### config.mk
export PLATFORM = sky130hd
export DESIGN_NAME = dngd_cell
export DESIGN_NICKNAME = d
export VERILOG_FILES = /design/src/rtl/core/assert_macros.svh /design/src/rtl/core/dngd_pkg.sv /design/src/rtl/core/dngd_cell.sv
export SDC_FILE = /design/constraint.sdc
export NUM_CORES = 1
export LEC_CHECK = 0
export BUFFER_PORTS_ARGS = -buffer_cell sky130_fd_sc_hd__buf_2
export CAP_MARGIN = 0
export CORE_MARGIN = 1.5
export CORE_UTILIZATION = 40
export CTS_CLUSTER_DIAMETER = 40
export DETAILED_ROUTE_END_ITERATION = 16
export PLACE_DENSITY_LB_ADDON = 0.05
export SLEW_MARGIN = 20
export SYNTH_ARGS = -nofsm -noshare
export SYNTH_HDL_FRONTEND = slang
export SYNTH_SLANG_ARGS = --single-unit
### constraint.sdc
create_clock -name clock -period 5.45 [get_ports clock]
set_clock_uncertainty 0.2 [all_clocks]
set_input_delay 0.8175 -clock clock [delete_from_list [all_inputs] [get_ports clock]]
set_output_delay 0.8175 -clock clock [all_outputs]
set_load 0.05 [all_outputs]
### src/rtl/core/assert_macros.svh
// Concurrent assertion helpers, sampled on the rising clock edge and
// disabled while reset is high.
`ifndef ASSERT_MACROS_SVH
`define ASSERT_MACROS_SVH

// Checks prop on every clock edge outside reset.
`define ASSERT_CLK(label, prop, msg) \
   label: assert property (@(posedge clock) disable iff (reset) (prop)) else $error(msg);

// Checks that cond at one edge implies nxt at the following edge.
`define ASSERT_NEXT(label, cond, nxt, msg) \
   label: assert property (@(posedge clock) disable iff (reset) (cond) |=> (nxt)) \
      else $error(msg);

`endif

### src/rtl/core/dngd_pkg.sv
package dngd_pkg;

   localparam int MAX_N     = 31;
   localparam int MAX_M     = 31;
   localparam int CELL_W    = 64;
   localparam int DIM_W     = 5;
   localparam int COL_COUNT = MAX_M + 1;
   localparam int COL_W     = $clog2(COL_COUNT);
   // last-row tokens of up to ten earlier words can still be in the chain
   localparam int TAG_W     = 4;

   localparam logic [DIM_W-1:0]  MAX_N_DIM = DIM_W'(MAX_N);
   localparam logic [DIM_W-1:0]  MAX_M_DIM = DIM_W'(MAX_M);
   localparam logic [CELL_W-1:0] ONE_CELL  = CELL_W'(1);

   typedef struct packed {
      logic             valid;
      logic             first_row;
      logic             last_row;
      logic [TAG_W-1:0] tag;
   } cell_ctrl_type;

   typedef enum logic [1:0] {
      SEQ_IDLE,
      SEQ_ISSUE,
      SEQ_WAIT
   } seq_state_type;

endpackage

### src/rtl/core/dngd_cell.sv
module dngd_cell
   import dngd_pkg::*;
(
   input  logic              clock,
   input  logic              reset,
   input  cell_ctrl_type     left_ctrl,
   input  logic [CELL_W-1:0] left_val,
   input  logic [CELL_W-1:0] left_prev,
   input  logic              left_ovf,
   output cell_ctrl_type     ctrl_out,
   output logic [CELL_W-1:0] val_out,
   output logic [CELL_W-1:0] prev_out,
   output logic              ovf_out
);

   cell_ctrl_type     ctrl_ff;
   logic [CELL_W-1:0] val_ff;
   logic [CELL_W-1:0] val_in;
   logic [CELL_W-1:0] prev_ff;
   logic              ovf_ff;
   logic              ovf_in;
   logic [CELL_W+1:0] sum;

   // up = own latest value, upper-left = neighbor's previous, left = neighbor's latest
   assign sum = {2'b00, val_ff} + {2'b00, left_prev} + {2'b00, left_val};

   always_comb begin
      if (left_ctrl.first_row) begin
         val_in = ONE_CELL;
         ovf_in = 1'b0;
      end else if (|sum[CELL_W+1:CELL_W]) begin
         val_in = '1;
         ovf_in = 1'b1;
      end else begin
         val_in = sum[CELL_W-1:0];
         ovf_in = ovf_ff | left_ovf;
      end
   end

   always_ff @(posedge clock) begin
      if (reset) begin
         ctrl_ff <= '0;
      end else begin
         ctrl_ff <= left_ctrl;
      end
   end

   always_ff @(posedge clock) begin
      if (left_ctrl.valid) begin
         prev_ff <= val_ff;
         val_ff  <= val_in;
         ovf_ff  <= ovf_in;
      end
   end

   assign ctrl_out = ctrl_ff;
   assign val_out  = val_ff;
   assign prev_out = prev_ff;
   assign ovf_out  = ovf_ff;

endmodule

==> impl_metrics.csv <==
group,metric,value,unit
run_status,status,"complete, no violations",
timing,period_share,85.6,%
logic_synthesis,synth_cell_types,73,
worst_setup_path,cp_max_fo,30,
clock_network,worstSkewPairLatency,0.43,ns
clock_network,post_cts_buffers,0,
drt,top_layer,"met5",
global_routing,grt_pass1_wl,40.8,mm
drt,ant_nets,0,
die,initial_core_util,40.6,%
global_routing,grt_max_degree,88,
timing,hold_violations,0,
drt,dr.pass1.iters,5,
logic_synthesis,ys_seq_area_share,40.8,%
die,coreArea,24200,sq um
worst_setup_path,worstSetupPathType,"in2reg",
worst_setup_path,reg2reg_depth,14,
clock_network,clkSlewWorstSetupHoldPaths,0.06,ns
logic_synthesis,synth_top_family_by_area,"compound AO/OA/AOI/OAI gates",
layout,layout.cells.non_filler,1444,
timing,finalCriticalPeriod,4.67,ns
timing,setup_viol,0,
clock_network,cts_tree,"yes",
timing,worst_slew_pin_slew,1.10,ns
clock_network,htree_levels,4,
placement,place.port_buffers,273,
die,ios,274,
drt,drt-met1-wl,11.9,mm
logic_synthesis,yosys_warnings,0,
logic_synthesis,synth_top_area_cell,"edfxtp_1",
layout,synthToLayoutAreaGrowth,22.7,%
die,die_x,160,microns
worst_setup_path,crit_required,5.37,ns
clock_network,root_buffer,"clkbuf_16",
logic_synthesis,synth-async-reset-ratio,0,%
layout,nets,1373,
drt,vias_per_cell,5.26,
die,die_y,160,microns
logic_synthesis,netlist_top_cells_area,"edfxtp_1 (39%), fa_1 (13%), ha_1 (8.0%)",
drt,num_vias,7601,
drt,post-route-drc-count,0,
min_path,hold_class,"reg2reg",
timing,fmax,0.214,GHz
global_routing,grt_pass1_vias,7702,
clock_network,cts_resized,0,
worst_setup_path,crit_path_start,"left_val[1]",
drt,drt-total-wl,25.7,mm
timing,maxSlewHeadroom,26.6,%
logic_synthesis,synthSimpleGateAreaFrac,8.13,%
logic_synthesis,synth_compound_area_share,21.4,%
logic_synthesis,synth_seq_cells,136,
worst_setup_path,end_kind,"flip-flop",
logic_synthesis,synth.avg_cell_area,11.7,sq um
logic_synthesis,postSynthCellCount,844,
clock_network,cts_buffers,17,
worst_setup_path,rrSetupSlack,0.85,ns
worst_setup_path,rr_startpoint,"val_out[1]",
die,die_area,25500,sq um
worst_setup_path,setup.worst_path.end,"val_out[59]",
pwr,ir_worst_vdd,196,uV
logic_synthesis,synth_flop_cell,"edfxtp_1",
logic_synthesis,synth_edf_count,129,
timing,final.setup.worst_slack,0.784,ns
pwr,p_per_area,510,nW/um^2
logic_synthesis,yosys.area_share.adder,21.2,%
logic_synthesis,syn_area,9830,sq um
timing,rsz0062_at_grt,"no",
drt,wl_met2,12.0,mm
global_routing,antenna_found_initial,2,
worst_setup_path,cp-start-kind,"input port",
worst_setup_path,r2r-end,"val_out[59]",
placement,dp_cells,1412,
global_routing,grt_overflow_total,0,
timing,finalMaxSlewViolations,0,
logic_synthesis,synth_top_area_share,39.4,%
clock_network,cts.path.max_buffers,2,
timing,fin_tns_setup,0,ns
logic_synthesis,synth_xor_area_share,5.17,%
layout,drive_gt1_share,33.9,%
global_routing,track_usage,20.3,%
layout,n_fill_cell,2239,
pwr,power_leakage,0.00502,uW
logic_synthesis,synth.area.mux_share,0.153,%
drt,drt_iter0_markers,568,
run,cap_violations,0,
placement,dpl.hpwl,19.5,mm
clock_network,cts.sinks,136,
die,rows,57,
drt,wl_met3,1.43,mm
placement,place_congestion,0.855,
placement,dpl_worst_slack,0.318,ns
logic_synthesis,synth_nets,1110,
drt,wl_per_cell,17.8,microns
clock_network,cts_hold_buf,0,
worst_setup_path,crit_arrival,4.58,ns
state kept, by name, indices dropped and copies added (netlist names):
name,cells
val_out,64
ctrl_out,7
ovf_out,1
prev_out,64
Yosys cell counts, drive strengths merged (5+ instances only):
library cell  number
a21oi            144
edfxtp           129
fa                65
ha                63
nand2             58
o21ai             48
nor2              37
xnor2             31
a21o              29
xor2              27
inv               24
clkbuf            21
nand4             18
o21bai            15
buf               12
nand3             11
nor3              11
nor2b             10
o21a               8
dfxtp              7
a221oi             6
a31oi              6
and3               6
a21boi             5
o311ai             5
report_power, final:
part	leakage [uW]	internal, uW	switching, uW
clock	0.000287	763	467
combinational	0.00340	1180	2250
sequential	0.00133	1380	111
total	0.00502	3320	2830
metrics by stage:
stage | cell area [sq um] | hold slack (ns) | utilization, % | total power, uW
2_1_floorplan | 9830 | 0.662 | - | 4160
4_1_cts | 12100 | 0.293 | 49.8 | 6190
6_report | 12100 | 0.292 | 49.8 | 6150
3_3_place_gp | 11500 | 0.268 | 47.2 | 4940
3_5_place_dp | 11500 | 0.278 | 47.2 | 4920
5_1_grt | 12100 | 0.316 | 49.8 | 6560
critical path: stages:
cell and delay, ns:
buf_2 0.11, fa_1 0.48, ha_1 0.24, fa_1 0.40, a21o_1 0.23, a221oi_4 0.38, a21oi_2 0.14, o311ai_1 0.37
and3_4 0.27, a41o_2 0.22, o21ai_2 0.09, nor3b_2 0.16, mux2_4 0.30, buf_12 0.26, a21oi_1 0.10
cells by family (layout without fill, tap and decap cells):
family / after synthesis / count (layout)
AO/OA/AOI/OAI: 298 / 298
AND/OR/NAND/NOR: 166 / 166
flip-flops: 136 / 136
adder cells (fa/ha/maj): 128 / 128
XOR/XNOR: 58 / 58
buffers and inverters: 57 / 332
multiplexers: 1 / 1
other: 0 / 1
routing by layer:
layer	GRT usage, %	up-vias
met4	5.90	2
li1	-	3688
met1	28.2	3637
met5	0	-
met2	32.6	247
met3	3.79	27
cell type report:
class                           count  area (sq um)  share of cell area, %
Timing Repair Buffer              277          1430                   11.9
Clock inverter                     12           178                   1.47
Sequential cell                   136          4010                   33.3
Antenna cell                        1          2.50                 0.0207
Inverter                           24          90.1                  0.747
Clock buffer                       19           433                   3.59
Tap cell                          324           405                   3.36
Multi-Input combinational cell    651          5520                   45.7
how the worst min path moves through the flow:
| stage | startpoint | endpoint | slack [ns] | cells past startpoint |
|---|---|---|---|---|
| floorplan | val_out[0] | prev_out[0] | 0.66 | 0 |
| global placement | val_out[0] | prev_out[0] | 0.27 | 0 |
| detailed placement | val_out[0] | prev_out[0] | 0.28 | 0 |
| CTS | val_out[0] | prev_out[0] | 0.29 | 0 |
| global route | val_out[26] | prev_out[26] | 0.32 | 0 |
| finish | val_out[41] | prev_out[41] | 0.29 | 0 |
cell usage in the layout (no fill, tap or decap), types with 24 or more instances in the layout:
| cell type | netlist | routed |
|---|---|---|
| nand2_1 | 58 | 58 |
| a21oi_1 | 91 | 91 |
| edfxtp_1 | 129 | 129 |
| nor2_1 | 37 | 37 |
| a21oi_2 | 52 | 52 |
| a21o_1 | 29 | 29 |
| xor2_1 | 27 | 27 |
| fa_1 | 65 | 65 |
| o21ai_0 | 39 | 39 |
| inv_1 | 24 | 24 |
| buf_2 | 5 | 271 |
| ha_1 | 63 | 63 |
| xnor2_1 | 31 | 31 |
Note: power is estimated with default switching activity, not from simulation.
