--- config.mk ---
export PLATFORM = sky130hd
export DESIGN_NAME = dngd_seq
export DESIGN_NICKNAME = d
export VERILOG_FILES = /design/src/rtl/core/dngd_pkg.sv /design/src/rtl/core/dngd_seq.sv
export VERILOG_INCLUDE_DIRS = /design/src /design/src/rtl/core
export SDC_FILE = /design/constraint.sdc
export NUM_CORES = 1
export LEC_CHECK = 0
export BUFFER_PORTS_ARGS = -buffer_cell sky130_fd_sc_hd__buf_4
export CAP_MARGIN = 25
export CORE_AREA = 2 2 48 50
export DETAILED_ROUTE_END_ITERATION = 7
export DIE_AREA = 0 0 50 52
export PLACE_DENSITY = 0.78
export SYNTH_ARGS = -nofsm -noshare
export SYNTH_HDL_FRONTEND = slang
export SYNTH_SLANG_ARGS = --single-unit
--- constraint.sdc ---
create_clock -name clock -period 1.51 [get_ports clock]
set_input_delay 0 -clock clock [delete_from_list [all_inputs] [get_ports clock]]
set_output_delay 0 -clock clock [all_outputs]
set_load 0.02 [all_outputs]
--- src/rtl/core/assert_macros.svh ---
// Concurrent assertion helpers, sampled on the rising clock edge and
// disabled while reset is high.
`ifndef ASSERT_MACROS_SVH
`define ASSERT_MACROS_SVH

// Checks prop on every clock edge outside reset.
`define ASSERT_CLK(label, prop, msg) \
   label: assert property (@(posedge clock) disable iff (reset) (prop)) else $error(msg);

// Checks that cond at one edge implies nxt at the following edge.
`define ASSERT_NEXT(label, cond, nxt, msg) \
   label: assert property (@(posedge clock) disable iff (reset) (cond) |=> (nxt)) \
      else $error(msg);

`endif

--- src/rtl/core/dngd_pkg.sv ---
package dngd_pkg;

   localparam int MAX_N     = 31;
   localparam int MAX_M     = 31;
   localparam int CELL_W    = 64;
   localparam int DIM_W     = 5;
   localparam int COL_COUNT = MAX_M + 1;
   localparam int COL_W     = $clog2(COL_COUNT);
   // last-row tokens of up to ten earlier words can still be in the chain
   localparam int TAG_W     = 4;

   localparam logic [DIM_W-1:0]  MAX_N_DIM = DIM_W'(MAX_N);
   localparam logic [DIM_W-1:0]  MAX_M_DIM = DIM_W'(MAX_M);
   localparam logic [CELL_W-1:0] ONE_CELL  = CELL_W'(1);

   typedef struct packed {
      logic             valid;
      logic             first_row;
      logic             last_row;
      logic [TAG_W-1:0] tag;
   } cell_ctrl_type;

   typedef enum logic [1:0] {
      SEQ_IDLE,
      SEQ_ISSUE,
      SEQ_WAIT
   } seq_state_type;

endpackage

--- src/rtl/core/dngd_seq.sv ---
`include "assert_macros.svh"

module dngd_seq
   import dngd_pkg::*;
(
   input  logic             clock,
   input  logic             reset,
   input  logic             start,
   input  logic [DIM_W-1:0] rows_n,
   input  logic [DIM_W-1:0] cols_m,
   input  logic             done,
   output logic             busy,
   output cell_ctrl_type    token,
   output logic [COL_W-1:0] col_sel,
   output logic [TAG_W-1:0] tag
);

   seq_state_type    state_ff;
   seq_state_type    state_in;
   logic [DIM_W-1:0] row_ff;
   logic [DIM_W-1:0] row_in;
   logic [DIM_W-1:0] n_ff;
   logic [DIM_W-1:0] m_ff;
   logic [TAG_W-1:0] tag_ff;
   logic [TAG_W-1:0] tag_in;
   logic             accept;

   assign accept = start && (state_ff == SEQ_IDLE);

   always_comb begin
      state_in = state_ff;
      row_in   = row_ff;
      tag_in   = tag_ff;
      token    = '0;
      case (state_ff)
         SEQ_IDLE: begin
            if (start) begin
               state_in = SEQ_ISSUE;
               row_in   = '0;
               tag_in   = tag_ff + TAG_W'(1);
            end
         end
         SEQ_ISSUE: begin
            token.valid     = 1'b1;
            token.first_row = (row_ff == '0);
            token.last_row  = (row_ff == n_ff);
            token.tag       = tag_ff;
            row_in          = row_ff + DIM_W'(1);
            if (row_ff == n_ff) begin
               state_in = SEQ_WAIT;
            end
         end
         SEQ_WAIT: begin
            if (done) begin
               state_in = SEQ_IDLE;
            end
         end
         default: begin
            state_in = SEQ_IDLE;
         end
      endcase
   end

   always_ff @(posedge clock) begin
      if (reset) begin
         state_ff <= SEQ_IDLE;
         tag_ff   <= '0;
      end else begin
         state_ff <= state_in;
         tag_ff   <= tag_in;
      end
   end

   always_ff @(posedge clock) begin
      row_ff <= row_in;
      if (accept) begin
         n_ff <= (rows_n > MAX_N_DIM) ? MAX_N_DIM : rows_n;
         m_ff <= (cols_m > MAX_M_DIM) ? MAX_M_DIM : cols_m;
      end
   end

   assign busy    = (state_ff != SEQ_IDLE);
   assign col_sel = m_ff[COL_W-1:0];
   assign tag     = tag_ff;

   `ASSERT_CLK(a_row_bound, (state_ff != SEQ_ISSUE) || (row_ff <= n_ff), "row past n")
   `ASSERT_CLK(a_done_in_wait, !done || (state_ff == SEQ_WAIT), "result outside wait")
   `ASSERT_NEXT(a_accept_issue, accept, (state_ff == SEQ_ISSUE) && (row_ff == '0),
                "accept did not start row 0")

endmodule
==> run_results.csv <==
group,metric,value,unit
floorplan,pin_count,31,
floorplan,std_cell_rows,17,
sta,period_share,93.48,%
sta,setup_tns,0,ps
global_routing,grt_pass1_wl,2.532,mm
logic_synthesis,yosysTopAreaCellShare,47.62,%
critical_path,worstReg2RegEnd,"tag[3]",
critical_path,critPathArrivalTime,1410,ps
logic_synthesis,syn_avg_cell_area,11.13,sq um
sta,setup_violations,0,
detailed_routing,drt_iter0_markers,6,
logic_synthesis,synth_top_family_by_area,"simple AND/OR/NAND/NOR gates",
placed_design,gp_congestion,0.7337,
critical_path,reg2reg_slack,120,ps
floorplan,chipWidth,50,microns
critical_path,critical_path.startpoint,"row_ff[0]",
final_layout,diodes,0,
sta,worst_pin_slew,245.0,ps
placed_design,port_buffers,30,
critical_path,worstPathMaxFanout,5,
sta,relSlewSlack,83.45,%
power,p_leak,0.5578,nW
logic_synthesis,ys_warn_count,0,
critical_path,crit_path_start_kind,"flop",
logic_synthesis,synthXorXnorAreaFrac,8.333,%
clock_tree,clock_path_buffers,2,
sta,rsz0062_at_grt,"false",
power,max-vdd-ir-drop,654.9,uV
detailed_routing,drtPass1Iterations,4,
final_layout,area_growth_syn_to_layout,42.59,%
logic_synthesis,synthTopCellsByArea,"edfxtp_1 48%, dfxtp_1 13%, xnor2_1 6.5%",
flow_run,max_cap_viol_count,0,
detailed_routing,vias,707,
sta,slew_viol_final,0,
power,pwr-share-seq,57.0,%
logic_synthesis,ys.flop_type,"edfxtp_1",
sta,setup_ws,98.39,ps
final_layout,fillers,158,
power,clock_power_share,20.3,%
logic_synthesis,synthArstFlopShare,0,%
critical_path,r2r_start,"state_ff[1]",
logic_synthesis,synth_top_area_cell,"edfxtp_1",
sta,hold_viol,0,
detailed_routing,drc_errors,0,
global_routing,grt.total_usage,13.01,%
floorplan,die_area,2600,sq um
detailed_routing,drt-wirelength-per-cell,10.64,microns
power,switching_power,0.0003375,W
clock_tree,cts_tree,"done",
clock_tree,clk_latency,290,ps
run_status,status,"completed",
sta,finClkSkew,3.210,ps
placed_design,dp_slack,123.0,ps
global_routing,grt_max_degree,14,
worst_hold_path,hold_end,"tag[2]",
final_layout,drive_above_1_share,35.77,%
logic_synthesis,ys_ff_latch,21,
final_layout,fin_nets,141,
global_routing,grt-ovfl-total,0,
logic_synthesis,synthTopCellsByCount,"15 x edfxtp_1, 11 x clkbuf_1, 7 x xnor2_1, 6 x dfxtp_1",
logic_synthesis,ys_seq_area_share,60.32,%
detailed_routing,routed_wirelength,1.606,mm
sta,fin_crit,1412,ps
worst_hold_path,min_from,"start",
logic_synthesis,synthDistinctLibCells,24,
placed_design,dp_hpwl,1.180,mm
detailed_routing,ant_nets,0,
power,internal_power,0.0009308,W
floorplan,core-area,2106,sq um
logic_synthesis,netlist_area,945.9,sq um
clock_tree,clkSinkCount,21,
global_routing,antenna_found_initial,0,
clock_tree,numCtsBuffers,3,
detailed_routing,vias_per_cell,4.682,
critical_path,reg2regPathDepth,3,
logic_synthesis,synth_fa_ha_area_share,3.968,%
critical_path,crit_required,1510,ps
logic_synthesis,synth_compound_area_share,5.026,%
worst_hold_path,whs_path_depth,4,
logic_synthesis,synthSimpleGateAreaFrac,15.48,%
power,power-per-cell-area,940.3,nW/um^2
floorplan,initial_utilization,44.92,%
logic_synthesis,synth_edf_count,15,
worst_hold_path,hold_class,"in -> reg",
power,p_comb_share,22.7,%
critical_path,end_kind,"output port",
sta,fmax,708.4,MHz
floorplan,die_y,52,microns
critical_path,critPathKind,"reg -> out",
logic_synthesis,syn_inst,85,
global_routing,grt_pass1_vias,598,
logic_synthesis,muxShareOfSynthArea,0,%
logic_synthesis,synth_most_common_cell,"edfxtp_1",
clock_tree,root_buffer,"clkbuf_4",
clock_tree,h-tree-depth,1,
power,switching_share,26.61,%
clock_tree,clk_pin_slew,110,ps
logic_synthesis,syn-num-nets,102,
-- cells by family (layout without fill, tap and decap cells) --
kind of cell | after synthesis | after routing
compound gates | 8 | 8
xor+xnor | 9 | 9
buf+inv | 17 | 55
flops | 21 | 21
fa+ha+maj | 3 | 3
simple gates | 27 | 27
-- critical path: stages, from the launching register on --
cell and delay (ps):
edfxtp_1 500, xnor2_1 180, nand2_1 110, nor3_2 170
buf_4 160
-- worst max path at each step --
stage	end	cells past startpoint	slack (ps)
final	token[4]	4	100
after global placement	col_sel[4]	2	150
after global routing	tag[3]	3	4
after floorplan	tag[3]	4	190
after CTS	token[4]	4	20
after detailed placement	col_sel[0]	2	120
-- area by class of cell --
class | instances | area (sq um) | area share [%]
clock buffers | 4 | 26.28 | 1.948
inverters | 5 | 18.77 | 1.391
multi-input cells | 47 | 322.8 | 23.93
flip-flops and latches | 21 | 570.5 | 42.30
well taps | 28 | 35.03 | 2.597
repair buffers | 46 | 375.4 | 27.83
-- sequential cells by signal, summed over array words and instances, names as in the netlist --
register,count
row_ff,5
col_sel,5
state_ff,2
tag,4
n_ff,5
-- layout by cell type (no fill, tap or decap), types with 2 or more instances in the layout --
cell           instances
a21oi_1                4
ha_1                   3
nor2_1                 5
edfxtp_1              15
o21ai_0                2
clkbuf_4               3
buf_4                 34
and2_1                 5
xnor2_1                7
or3_1                  2
nand3_1                3
nand2_1                4
dlygate4sd3_1         12
xor2_1                 2
inv_1                  3
dfxtp_1                6
inv_2                  2
-- per-stage QoR --
stage / total power, W / hold WS (ps) / cell area [sq um] / utilization, % / std cells
final: 0.001268 / 314.8 / 1349 / 64.05 / 151
after global routing: 0.001331 / 349.5 / 1349 / 64.05 / 151
after CTS: 0.001259 / 314.5 / 1319 / 62.63 / 148
after detailed placement: 0.0009721 / 179.4 / 1160 / 55.08 / 131
after global placement: 0.0009626 / 178.5 / 1160 / 55.08 / 131
after floorplan: 0.0008843 / 69.07 / 945.9 / - / 85
-- power groups by stage --
stage	clock (W)	combinational, W	sequential, W
5_1_grt	0.000286	0.000314	0.000731
6_report	0.000258	0.000288	0.000722
3_3_place_gp	0	0.000225	0.000738
3_5_place_dp	0	0.000232	0.000740
2_1_floorplan	0	0.000137	0.000747
4_1_cts	0.000268	0.000267	0.000725
-- layer usage --
layer  vias to the layer above  GRT usage, %  part of all wire [%]
met2                        19         21.05                    52
met4                         0         4.167                  0.62
met5                         -             0                     0
met1                       326         17.88                    44
li1                        360             -                     -
met3                         2         2.011                   3.7
-- repair_timing --
action / CTS / global route
endpoints found under the setup margin: 1 / 4
gates resized for setup: 1 / 2
hold buffers: 12 / 0
hold endpoints to repair: 16 / 0
buffers inserted: 1 / 3
gates cloned: 0 / 0
pin swaps: 0 / 2
No activity file was read; power rests on OpenSTA's default activity.
